$ cat src/design/ffprs_pkg.sv
package ffprs_pkg;

  // Default sizes
  localparam int MAX_PAGES_DEF = 16;
  localparam int MAX_SLOTS_DEF = 64;

  // Page layout
  localparam logic [15:0] HEADER_BYTES  = 16'd16;
  localparam logic [16:0] SLOT_OVERHEAD = 17'd4;
  localparam logic [15:0] PAGE_SIZE_RST = 16'd4096;

  // Result field widths
  localparam int KIND_W  = 2;
  localparam int PAGE_W  = 5;
  localparam int SLOT_W  = 7;
  localparam int COUNT_W = 7;

  // Operation codes
  localparam logic [1:0] OP_INSERT = 2'd0;
  localparam logic [1:0] OP_SEARCH = 2'd1;
  localparam logic [1:0] OP_STATUS = 2'd2;

  // Result kinds
  localparam logic [KIND_W-1:0] KIND_INSERT = 2'd0;
  localparam logic [KIND_W-1:0] KIND_SEARCH = 2'd1;
  localparam logic [KIND_W-1:0] KIND_TOTAL  = 2'd2;
  localparam logic [KIND_W-1:0] KIND_PAGE   = 2'd3;

  // Result select codes from controller to datapath
  localparam logic [2:0] R_PLACE = 3'd0;  // insert into existing page
  localparam logic [2:0] R_OPEN  = 3'd1;  // insert into a fresh page
  localparam logic [2:0] R_FULL  = 3'd2;  // insert refused
  localparam logic [2:0] R_HIT   = 3'd3;
  localparam logic [2:0] R_MISS  = 3'd4;
  localparam logic [2:0] R_TOTAL = 3'd5;
  localparam logic [2:0] R_PAGE  = 3'd6;

  typedef struct packed {
    logic       load;       // capture item, rewind scan
    logic       page_step;  // advance page pointer
    logic       srch_step;  // issue one key read, advance slot/page
    logic       emit;       // load the result register
    logic [2:0] res;        // which result to form
  } ffprs_cmd_t;

  typedef struct packed {
    logic page_end;   // page pointer past last page in use
    logic page_fit;   // current page takes the record
    logic full;       // no page left to open
    logic rd_hit;     // key read back matches
    logic srch_end;   // nothing issued, nothing in flight
    logic last_page;  // current page is the last in use
    logic empty;      // no page in use
  } ffprs_stat_t;

endpackage

$ cat src/design/ffprs_ctrl.sv
module ffprs_ctrl (
  input  logic                   clk,
  input  logic                   rst,
  input  logic                   start,
  input  logic [1:0]             operation,
  input  ffprs_pkg::ffprs_stat_t stat,
  output logic                   busy,
  output ffprs_pkg::ffprs_cmd_t  cmd
);

  localparam logic [2:0] S_IDLE = 3'd0;
  localparam logic [2:0] S_INS  = 3'd1;
  localparam logic [2:0] S_SRCH = 3'd2;
  localparam logic [2:0] S_HEAD = 3'd3;
  localparam logic [2:0] S_PAGE = 3'd4;

  logic [2:0] state;
  logic [2:0] state_next;

  always_ff @(posedge clk) begin
    if (rst) begin
      state <= S_IDLE;
    end else begin
      state <= state_next;
    end
  end

  assign busy = (state != S_IDLE);

  always_comb begin
    cmd        = '0;
    state_next = state;
    unique case (state)
      S_IDLE: begin
        if (start) begin
          cmd.load = 1'b1;
          unique case (operation)
            ffprs_pkg::OP_INSERT: state_next = S_INS;
            ffprs_pkg::OP_SEARCH: state_next = S_SRCH;
            ffprs_pkg::OP_STATUS: state_next = S_HEAD;
            default:              state_next = S_IDLE;  // unused code, dropped
          endcase
        end
      end
      S_INS: begin
        priority if (stat.page_end) begin
          cmd.emit   = 1'b1;
          cmd.res    = stat.full ? ffprs_pkg::R_FULL : ffprs_pkg::R_OPEN;
          state_next = S_IDLE;
        end else if (stat.page_fit) begin
          cmd.emit   = 1'b1;
          cmd.res    = ffprs_pkg::R_PLACE;
          state_next = S_IDLE;
        end else begin
          cmd.page_step = 1'b1;
        end
      end
      S_SRCH: begin
        priority if (stat.rd_hit) begin
          cmd.emit   = 1'b1;
          cmd.res    = ffprs_pkg::R_HIT;
          state_next = S_IDLE;
        end else if (stat.srch_end) begin
          cmd.emit   = 1'b1;
          cmd.res    = ffprs_pkg::R_MISS;
          state_next = S_IDLE;
        end else begin
          cmd.srch_step = 1'b1;
        end
      end
      S_HEAD: begin
        cmd.emit   = 1'b1;
        cmd.res    = ffprs_pkg::R_TOTAL;
        state_next = stat.empty ? S_IDLE : S_PAGE;
      end
      S_PAGE: begin
        cmd.emit      = 1'b1;
        cmd.res       = ffprs_pkg::R_PAGE;
        cmd.page_step = 1'b1;
        if (stat.last_page) begin
          state_next = S_IDLE;
        end
      end
      default: state_next = S_IDLE;
    endcase
  end

endmodule

$ cat config.mk
export PLATFORM = sky130hd
export DESIGN_NAME = ffprs_ctrl
export DESIGN_NICKNAME = d
export VERILOG_FILES = /design/src/design/ffprs_pkg.sv /design/src/design/ffprs_ctrl.sv
export SDC_FILE = /design/constraint.sdc
export NUM_CORES = 1
export LEC_CHECK = 0
export BUFFER_PORTS_ARGS = -buffer_cell sky130_fd_sc_hd__buf_2
export CAP_MARGIN = 20
export CORE_AREA = 2 2 39 41
export CTS_CLUSTER_DIAMETER = 200
export CTS_CLUSTER_SIZE = 20
export DETAILED_ROUTE_END_ITERATION = 8
export DIE_AREA = 0 0 41 43
export PLACE_DENSITY = 0.43
export SLEW_MARGIN = 20
export SYNTH_ARGS = -nofsm -noshare
export SYNTH_HDL_FRONTEND = slang
export SYNTH_SLANG_ARGS = --single-unit
$ cat constraint.sdc
create_clock -name clk -period 1.48 [get_ports clk]
set_input_delay 0 -clock clk [delete_from_list [all_inputs] [get_ports clk]]
set_output_delay 0 -clock clk [all_outputs]
set_load 0.03 [all_outputs]
==> metrics.csv, run 1 <==
stage;metric;value;unit
status;outcome;completed;
clock_tree;clock buffer depth;2;
drt;vias;333;
final_layout;largest registers;state (3);
global_route;initial antenna violation count;0;
timing;worst slew pin tran;0.327;ns
floorplanning;IO Count;20;
logic_synthesis;Mapped Cells;37;
global_route;largest net degree at the start of global routing;10;
timing;fmax;0.715;GHz
placement;IO buf count;19;
timing;Final TNS setup;0;ns
power;VDD IR max;0.000308;V
logic_synthesis;Syn Nets;52;
floorplanning;Core Area;1380;sq um
final_layout;fraction of layout cells with a size suffix above 1;0.443;
worst_hold_path;hold crit path type;in -> reg;
timing;clk_skew;0.00243;ns
final_layout;final non-filler cell area;450;sq um
drt;DR WL met2;334;microns
timing;post-route minimum period;1.40;ns
logic_synthesis;yosys warns;0;
final_layout;P&R area growth vs syn;57.2;%
timing;Final Hold Vio Count;0;
timing;RSZ-0062 raised after global routing;false;
final_layout;number of diodes;0;
floorplanning;Die Ht;43;microns
floorplanning;Row Count;14;
drt;Pre-Repair DR Iteration Count;2;
placement;post-DP HPWL;561;microns
logic_synthesis;Distinct cells, synth;18;
final_layout;Biggest register;state;
floorplanning;Die W;41;microns
worst_setup_path;crit path DAT;1.40;ns
power;PD cells;736;nW/um^2
worst_setup_path;critical path type;reg -> out;
clock_tree;Clock Tree Root;clkbuf_4;
global_route;first-pass GRT wire length;1060;microns
worst_setup_path;CP Launch Type;flop;
clock_tree;CTS Buf Count;3;
clock_tree;Worst-Skew Late Latency;0.23;ns
global_route;vias in the first global route;290;
clock_tree;CTS tree;done;
drt;remaining antenna violation count;0;
placement;gpl congestion;0.671;
clock_tree;clk sinks;3;
drt;Detailed Route Iter0 Violations;1;
worst_setup_path;worst endpoint required time;1.48;ns
clock_tree;Post-CTS Setup Bufs;0;
drt;DRC errors left;0;
logic_synthesis;Seq/Total Area, Yosys;0.210;
drt;drt wl/cell;9.47;microns
flow_run;MaxCap Viol Count;0;
placement;Post-Place Cell Area;410;sq um
power;Pleak;0.244;nW
timing;setup violators final;0;
timing;Final Max Slew Viols;0;
timing;worst rel slew slack;0.782;
timing;Final Cycle Share;0.945;
drt;WL met3;54;microns
worst_setup_path;Critical Path Fanout Max;9;
floorplanning;Die ar.;1760;sq um
global_route;Tot GR Track Use;0.0932;
logic_synthesis;syn avg cell area;7.74;sq um
drt;top layer in use;met3;
clock_tree;clock-pin slew on the worst setup and hold paths;0.04;ns
final_layout;Fillers;153;
global_route;GR Overflow Total;0;
final_layout;max reg flops;3;
final_layout;Layout Nets;77;
logic_synthesis;Syn Std Cell Area;287;sq um
drt;met1 WL;339;microns
clock_tree;H-tree depth;1;
logic_synthesis;flops & latches, synth;3;
floorplanning;Starting Density;0.207;
drt;via/cell ratio;4.32;
worst_setup_path;CP Capture Type;output pin;
drt;final wirelength;729;microns
[final cells by class]
cell class / count / area [sq um] / share of cell area
multi-input combinational: 28 / 213 / 0.472
timing repair buffer: 20 / 108 / 0.239
clock buffer: 4 / 26.3 / 0.0583
sequential: 3 / 61.3 / 0.136
tap: 16 / 20.0 / 0.0444
inverter: 6 / 22.5 / 0.0500
[metrics by stage]
step	util	hold slack (ns)	instances	power, mW	setup slack, ns
after detailed placement	0.297	0.204	72	0.187	0.274
after global routing	0.325	0.0422	77	0.361	0.0134
final	0.325	0.0381	77	0.331	0.0812
after CTS	0.323	0.0428	77	0.339	0.0189
after global placement	0.297	0.204	72	0.188	0.284
after floorplan	-	0.0691	37	0.151	0.120
[cell usage after synthesis (all sizes together)]
cell	n	area (sq um)
or3	1	7.51
nand2	3	11.3
or3b	1	11.3
nand3b	2	15.0
nor2	2	7.51
a21oi	4	20.0
nor3	1	5.00
ha	3	37.5
and2b	1	8.76
o32a	1	10.0
nor4b	1	15.0
o21ai	2	10.0
o211ai	2	15.0
dfxtp	3	60.1
nand2b	2	12.5
inv	6	22.5
o311ai	1	8.76
nand4b	1	8.76
[report_power, final]
group | switching [mW] | internal [mW]
combinational | 0.0546 | 0.0412
sequential | 0.00740 | 0.0845
clock | 0.0426 | 0.101
[worst max-delay path, cell delays in order, from the launching register on]
cell and delay [ns]:
dfxtp_1 0.39, or3b_4 0.46, o211ai_1 0.09, buf_2 0.22
[cells in the final DEF, fill, tap and decap left out, drive strengths merged]
| cell type | instances |
|---|---|
| clkbuf | 4 |
| a21oi | 4 |
| or3b | 1 |
| nor4b | 1 |
| o311ai | 1 |
| inv | 6 |
| and2b | 1 |
| dlygate4sd3 | 1 |
| nand3b | 2 |
| ha | 3 |
| nand2b | 2 |
| nor2 | 2 |
| buf | 19 |
| nand4b | 1 |
| dfxtp | 3 |
| o211ai | 2 |
| nand2 | 3 |
| or3 | 1 |
| nor3 | 1 |
| o21ai | 2 |
| o32a | 1 |
[kinds of logic after synthesis]
family	share of synthesized area
AND/OR/NAND/NOR	0.358
AO/OA/AOI/OAI	0.223
buffers and inverters	0.0786
adder cells (fa/ha/maj)	0.131
flip-flops	0.210
[routing by layer]
layer  global-route usage  up-vias
met3               0.0628        0
met4               0.0600        0
met5                    0        -
li1                     -      181
met2                0.125       10
met1                0.102      142
[final timing paths]
kind                 start  endpoint  slack (ns)  cells after the start
hold / removal     stat[1]  state[2]        0.04                      3
setup reg to reg  state[0]  state[2]        0.30                      3
hold reg to reg   state[2]  state[1]        0.61                      3
setup / recovery  state[0]    cmd[3]        0.08                      3
[timing repair]
item / CTS / global route
setup endpoints to repair: 0 / 3
hold buffers: 1 / 0
endpoints found under the hold margin: 3 / 0
resized for setup: 0 / 2
Note: power is estimated with default switching activity, not from simulation.
==> inputs of run 2 (changes only) <==
BUFFER_PORTS_ARGS = unset   (was -buffer_cell sky130_fd_sc_hd__buf_2)
DONT_BUFFER_PORTS = 1   (was unset)
PLACE_DENSITY = 0.31   (was 0.43)
==> run 2 against run 1 <==
  * Register-to-register slack improved by 0.05 ns
  * Critical endpoint is now cmd[1]
  * Power fell by 4.3%
  * Worst hold slack got worse by 0.033 ns
  * Clock skew fell by 0.0017 ns
  * Worst setup slack improved by 0.052 ns
  * Flip-flop and latch count did not move
  * Count of clock-buffer cells in the layout did not move
  * Via count fell by 7.2%
  * Non-clock buffer count fell by 12
  * Utilization fell by 2.8 points
  * Final cell count fell by 16%
  * Sequential power barely moved
==> metrics.csv, run 2 (synthesized netlist as in run 1, its figures left out) <==
stage;metric;value;unit;change
drt;drt wl/cell;11.8;microns;+25%
flow_run;MaxCap Viol Count;0;;unchanged
global_route;first-pass GRT wire length;1220;microns;+16%
final_layout;Layout Nets;65;;-16%
power;Pleak;0.194;nW;-20%
drt;vias;309;;-7.2%
worst_setup_path;worst endpoint required time;1.48;ns;about the same
timing;fmax;0.742;GHz;+3.8%
global_route;GR Overflow Total;0;;unchanged
worst_hold_path;hold crit path type;in -> reg;;
final_layout;number of diodes;0;;unchanged
floorplanning;Die W;41;microns;unchanged
floorplanning;Die ar.;1760;sq um;unchanged
floorplanning;Starting Density;0.207;;unchanged
worst_setup_path;critical path's slowest cell;or3b_4;;
clock_tree;Clock Tree Root;clkbuf_4;;
drt;final wirelength;769;microns;+5.5%
worst_setup_path;slowest stage delay, CP;0.43;ns;-0.03 ns
final_layout;Biggest register;state;;
floorplanning;Die Ht;43;microns;unchanged
final_layout;fraction of layout cells with a size suffix above 1;0.286;;-0.157
worst_setup_path;critical path type;reg -> out;;
placement;Inst Count DP;58;;-19%
global_route;initial antenna violation count;0;;unchanged
final_layout;max reg flops;3;;unchanged
power;Tot Pwr;0.317;mW;-4.3%
floorplanning;Row Count;14;;unchanged
power;PD cells;771;nW/um^2;+4.8%
global_route;Tot GR Track Use;0.104;;+0.0111
clock_tree;Post-CTS Setup Bufs;0;;unchanged
placement;IO buf count;0;;-19
power;VDD IR max;0.000298;V;-3.3%
drt;DRC errors left;0;;unchanged
worst_setup_path;Critical Path Fanout Max;7;;-2
drt;remaining antenna violation count;0;;unchanged
drt;Pre-Repair DR Iteration Count;4;;+2
placement;post-DP HPWL;665;microns;+19%
placement;dpl ws;0.290;ns;+0.0162 ns
clock_tree;H-tree depth;1;;unchanged
global_route;largest net degree at the start of global routing;10;;unchanged
timing;post-route minimum period;1.35;ns;-0.0516 ns
timing;setup violators final;0;;unchanged
worst_setup_path;Crit path buffers/inverters;1;;unchanged
placement;gpl congestion;0.639;;-4.7%
clock_tree;clock-pin slew on the worst setup and hold paths;0.04;ns;about the same
worst_setup_path;crit path cell chain;or3b_4, o311ai_1, buf_4;;
clock_tree;clk sinks;3;;unchanged
drt;via/cell ratio;4.75;;+9.9%
status;outcome;completed;;
clock_tree;CTS Buf Count;3;;unchanged
final_layout;P&R area growth vs syn;43.7;%;
worst_setup_path;CP Capture Type;output pin;;
worst_setup_path;CP Launch Type;flop;;
global_route;vias in the first global route;309;;+6.6%
timing;final worst slack;0.133;ns;+0.0516 ns
timing;Final Max Slew Viols;0;;unchanged
timing;Final TNS setup;0;ns;unchanged
worst_setup_path;crit path DAT;1.35;ns;-0.05 ns
clock_tree;Worst-Skew Late Latency;0.23;ns;about the same
timing;Final Cycle Share;0.910;;-0.0349
clock_tree;CTS tree;done;;
final_layout;Non-Filler Instances;65;;-16%
final_layout;commonest non-fill, non-tap cell in the layout;inv_1;;
timing;Final Hold Slack;0.00521;ns;-0.0329 ns
floorplanning;IO Count;20;;unchanged
clock_tree;clock buffer depth;2;;unchanged
final_layout;most frequent cells in the layout;inv_1, buf_4, a21oi_1;;
timing;Final Hold Vio Count;0;;unchanged
final_layout;largest registers;state (3);;
floorplanning;Core Area;1380;sq um;unchanged
timing;RSZ-0062 raised after global routing;false;;
worst_setup_path;Crit path max-delay family;simple AND/OR/NAND/NOR gates;;
drt;Detailed Route Iter0 Violations;3;;+2
timing;clk_skew;0.000707;ns;-0.00172 ns
timing;worst slew pin tran;0.295;ns;-0.0315 ns
timing;worst rel slew slack;0.803;;+0.0208
run 2: area by class of cell:
| cell class | instances | area [sq um] |
|---|---|---|
| Clock buffer | 4 | 26.3 |
| Fill cell | 163 | 972 |
| Inverter | 6 | 22.5 |
| Multi-Input combinational cell | 28 | 213 |
| Sequential cell | 3 | 62.6 |
| Tap cell | 16 | 20.0 |
| Timing Repair Buffer | 8 | 67.6 |
run 2: routing by layer:
metal | wire [microns] | GRT usage | up-vias
li1 | - | - | 156
met1 | 302 | 0.115 | 140
met2 | 384 | 0.156 | 13
met3 | 82 | 0.0628 | 0
met4 | 0 | 0.0400 | 0
met5 | 0 | 0 | -
run 2: worst min-delay path: cells and delay by family:
family | cells | cell delay [ns]
AND/OR/NAND/NOR | 2 | 0.12
AO/OA/AOI/OAI | 1 | 0.06
run 2: per-stage QoR:
step	utilization	area (sq um)
detailed placement	0.255	353
global placement	0.255	353
finish	0.297	412
CTS	0.296	409
global route	0.297	412
floorplan	-	295
run 2: where the power goes:
part	switching, mW	internal [mW]	total, mW	leakage (nW)
Combinational	0.0490	0.0367	0.0857	0.154
Sequential	0.00731	0.0849	0.0922	0.0254
Clock	0.0386	0.101	0.139	0.0150
Total	0.0949	0.222	0.317	0.194
run 2: path summary, 6_finish.rpt:
path,cells after the start,start,slack [ns],endpoint
worst max-delay path,3,state[1],0.13,cmd[1]
worst min-delay path,3,stat[5],0.005,state[0]
worst max register to register,3,state[1],0.35,state[2]
worst min register to register,3,state[2],0.61,state[1]
run 2: repair_timing:
item	CTS	global route
resized for setup	0	2
hold endpoints to repair	3	0
hold buffers	3	0
setup endpoints to repair	0	1
==> inputs of run 3 (changes only) <==
RECOVER_POWER = 50   (was unset)
==> run 3 against run 2 <==
  * Critical path depth unchanged
  * Clock power about the same
  * Cell area down 4.3%
  * Count of clock-buffer cells in the layout unchanged
==> metrics.csv, run 3 (synthesized netlist as in run 1, its figures left out) <==
stage;metric;value;unit;change
global_route;Tot GR Track Use;0.104;;unchanged
timing;post-route minimum period;1.36;ns;+0.0172 ns
placement;Inst Count DP;58;;unchanged
worst_setup_path;crit path DAT;1.36;ns;about the same
worst_setup_path;crit path launch;state[0];;
global_route;GR Overflow Total;0;;unchanged
final_layout;Layout Nets;65;;unchanged
timing;setup violators final;0;;unchanged
worst_setup_path;worst endpoint required time;1.48;ns;about the same
global_route;grt met2 use;0.156;;unchanged
worst_setup_path;R2R Setup Slk;0.21;ns;-0.14 ns
global_route;met3 Use GR;0.0628;;unchanged
global_route;initial antenna violation count;0;;unchanged
drt;vias;314;;+1.6%
drt;remaining antenna violation count;0;;unchanged
clock_tree;H-tree depth;1;;unchanged
worst_setup_path;CP Capture Type;output pin;;
final_layout;most frequent cells in the layout;inv_1, buf_4, a21oi_1;;
global_route;vias in the first global route;309;;unchanged
placement;IO buf count;0;;unchanged
timing;worst rel slew slack;0.653;;-0.150
final_layout;Biggest register;state;;
worst_setup_path;critical path type;reg -> out;;
drt;drt wl/cell;11.9;microns;+0.91%
timing;Final Max Slew Viols;0;;unchanged
clock_tree;Worst-Skew Late Latency;0.23;ns;about the same
timing;Final TNS setup;0;ns;unchanged
worst_setup_path;CP Launch Type;flop;;
final_layout;Non-Filler Instances;65;;unchanged
final_layout;largest registers;state (3);;
flow_run;MaxCap Viol Count;0;;unchanged
final_layout;max reg flops;3;;unchanged
floorplanning;Starting Density;0.207;;unchanged
worst_setup_path;worst reg2reg endpoint;state[0];;
power;switching power;0.0936;mW;-1.4%
final_layout;P&R area growth vs syn;37.6;%;
power;Int Pwr;0.219;mW;-1.5%
floorplanning;Die ar.;1760;sq um;unchanged
drt;DRC errors left;0;;unchanged
power;PD cells;793;nW/um^2;+2.9%
final_layout;Fillers;166;;+1.8%
timing;Final Hold Vio Count;0;;unchanged
drt;final wirelength;776;microns;+0.91%
drt;Pre-Repair DR Iteration Count;2;;-2
worst_hold_path;WHS Path Cells;3;;unchanged
global_route;first-pass GRT wire length;1220;microns;unchanged
power;sequential share of power;0.290;;about the same
power;Pleak;0.182;nW;-6.0%
worst_hold_path;hold crit path type;in -> reg;;
clock_tree;clock-pin slew on the worst setup and hold paths;0.04;ns;about the same
worst_setup_path;reg2reg start;state[1];;
timing;fmax;0.733;GHz;-1.3%
timing;Final Cycle Share;0.922;;+0.0116
power;VDD IR max;0.000296;V;-0.86%
timing;RSZ-0062 raised after global routing;false;;
final_layout;number of diodes;0;;unchanged
worst_setup_path;Worst Setup EP;cmd[1];;
global_route;met1 usage;0.115;;unchanged
worst_setup_path;r2r worst-path depth;3;;unchanged
power;clock power share;0.447;;+0.008
power;sw frac;0.299;;about the same
timing;worst slew pin tran;0.513;ns;+0.218 ns
floorplanning;Die Ht;43;microns;unchanged
clock_tree;Clock Tree Root;clkbuf_4;;
clock_tree;clk sinks;3;;unchanged
final_layout;commonest non-fill, non-tap cell in the layout;inv_1;;
timing;clk_skew;0.000663;ns;-0.0000445 ns
floorplanning;Core Area;1380;sq um;unchanged
placement;post-DP HPWL;665;microns;unchanged
global_route;largest net degree at the start of global routing;10;;unchanged
final_layout;fraction of layout cells with a size suffix above 1;0.245;;-0.0408
status;outcome;completed;;
global_route;busiest layer in global routing;met2;;
drt;Detailed Route Iter0 Violations;3;;unchanged
drt;via/cell ratio;4.83;;+1.6%
floorplanning;IO Count;20;;unchanged
clock_tree;clock buffer depth;2;;unchanged
power;Tot Pwr;0.313;mW;-1.5%
clock_tree;CTS Buf Count;3;;unchanged
floorplanning;Row Count;14;;unchanged
placement;gpl congestion;0.639;;unchanged
worst_setup_path;Critical Path Fanout Max;9;;+2
power;combinational share of power;0.263;;-0.007
clock_tree;CTS tree;done;;
floorplanning;Die W;41;microns;unchanged
==> run 3: cell counts in the layout (fill, tap and decap cells not counted) <==
Identical to the previous run, type by type.
==> run 3: what timing repair did <==
| item | CTS | global route |
|---|---|---|
| hold buffers | 3 | 0 |
| endpoints found under the hold margin | 3 | 0 |
| gates resized for setup | 0 | 2 |
| buffers inserted | 0 | 0 |
| setup endpoints to repair | 0 | 1 |
==> run 3: power by group through the flow <==
stage | clock [mW] | sequential, mW | combinational, mW
after global placement | 0 | 0.0929 | 0.0783
after floorplan | 0 | 0.0913 | 0.0600
after detailed placement | 0 | 0.0934 | 0.0794
final | 0.140 | 0.0906 | 0.0823
after CTS | 0.148 | 0.0920 | 0.0870
after global routing | 0.159 | 0.0915 | 0.0906
==> run 3: cell type report <==
cell class              count  area (sq um)  share of cell area
repair buffers              8          67.6               0.171
multi-input cells          28           195               0.495
flip-flops and latches      3          62.6               0.159
clock buffers               4          26.3              0.0667
well taps                  16          20.0              0.0508
inverters                   6          22.5              0.0571
==> run 3: worst min path at each step <==
stage,from,end
floorplan,rst,state[0]
global placement,rst,state[1]
detailed placement,rst,state[1]
CTS,stat[5],state[0]
global route,stat[5],state[0]
finish,stat[5],state[0]
==> run 3: layer usage <==
layer / wire [microns] / up-vias
met5: 0 / -
met4: 0 / 0
met3: 82 / 0
met2: 390 / 13
met1: 303 / 144
li1: - / 157
==> run 3: critical path, stage by stage (launching register included) <==
cell      delay (ns)
dfxtp_2         0.35
or3b_1          0.45
o311ai_1        0.12
buf_4           0.21
==> run 3: metrics by stage <==
step,util,area (sq um),setup slack (ns),hold slack (ns)
2_1_floorplan,-,295,0.120,0.0691
3_3_place_gp,0.255,353,0.331,0.0704
3_5_place_dp,0.255,353,0.290,0.0715
4_1_cts,0.296,409,0.0416,0.0104
5_1_grt,0.285,394,0.0158,0.0242
6_report,0.285,394,0.116,0.00584
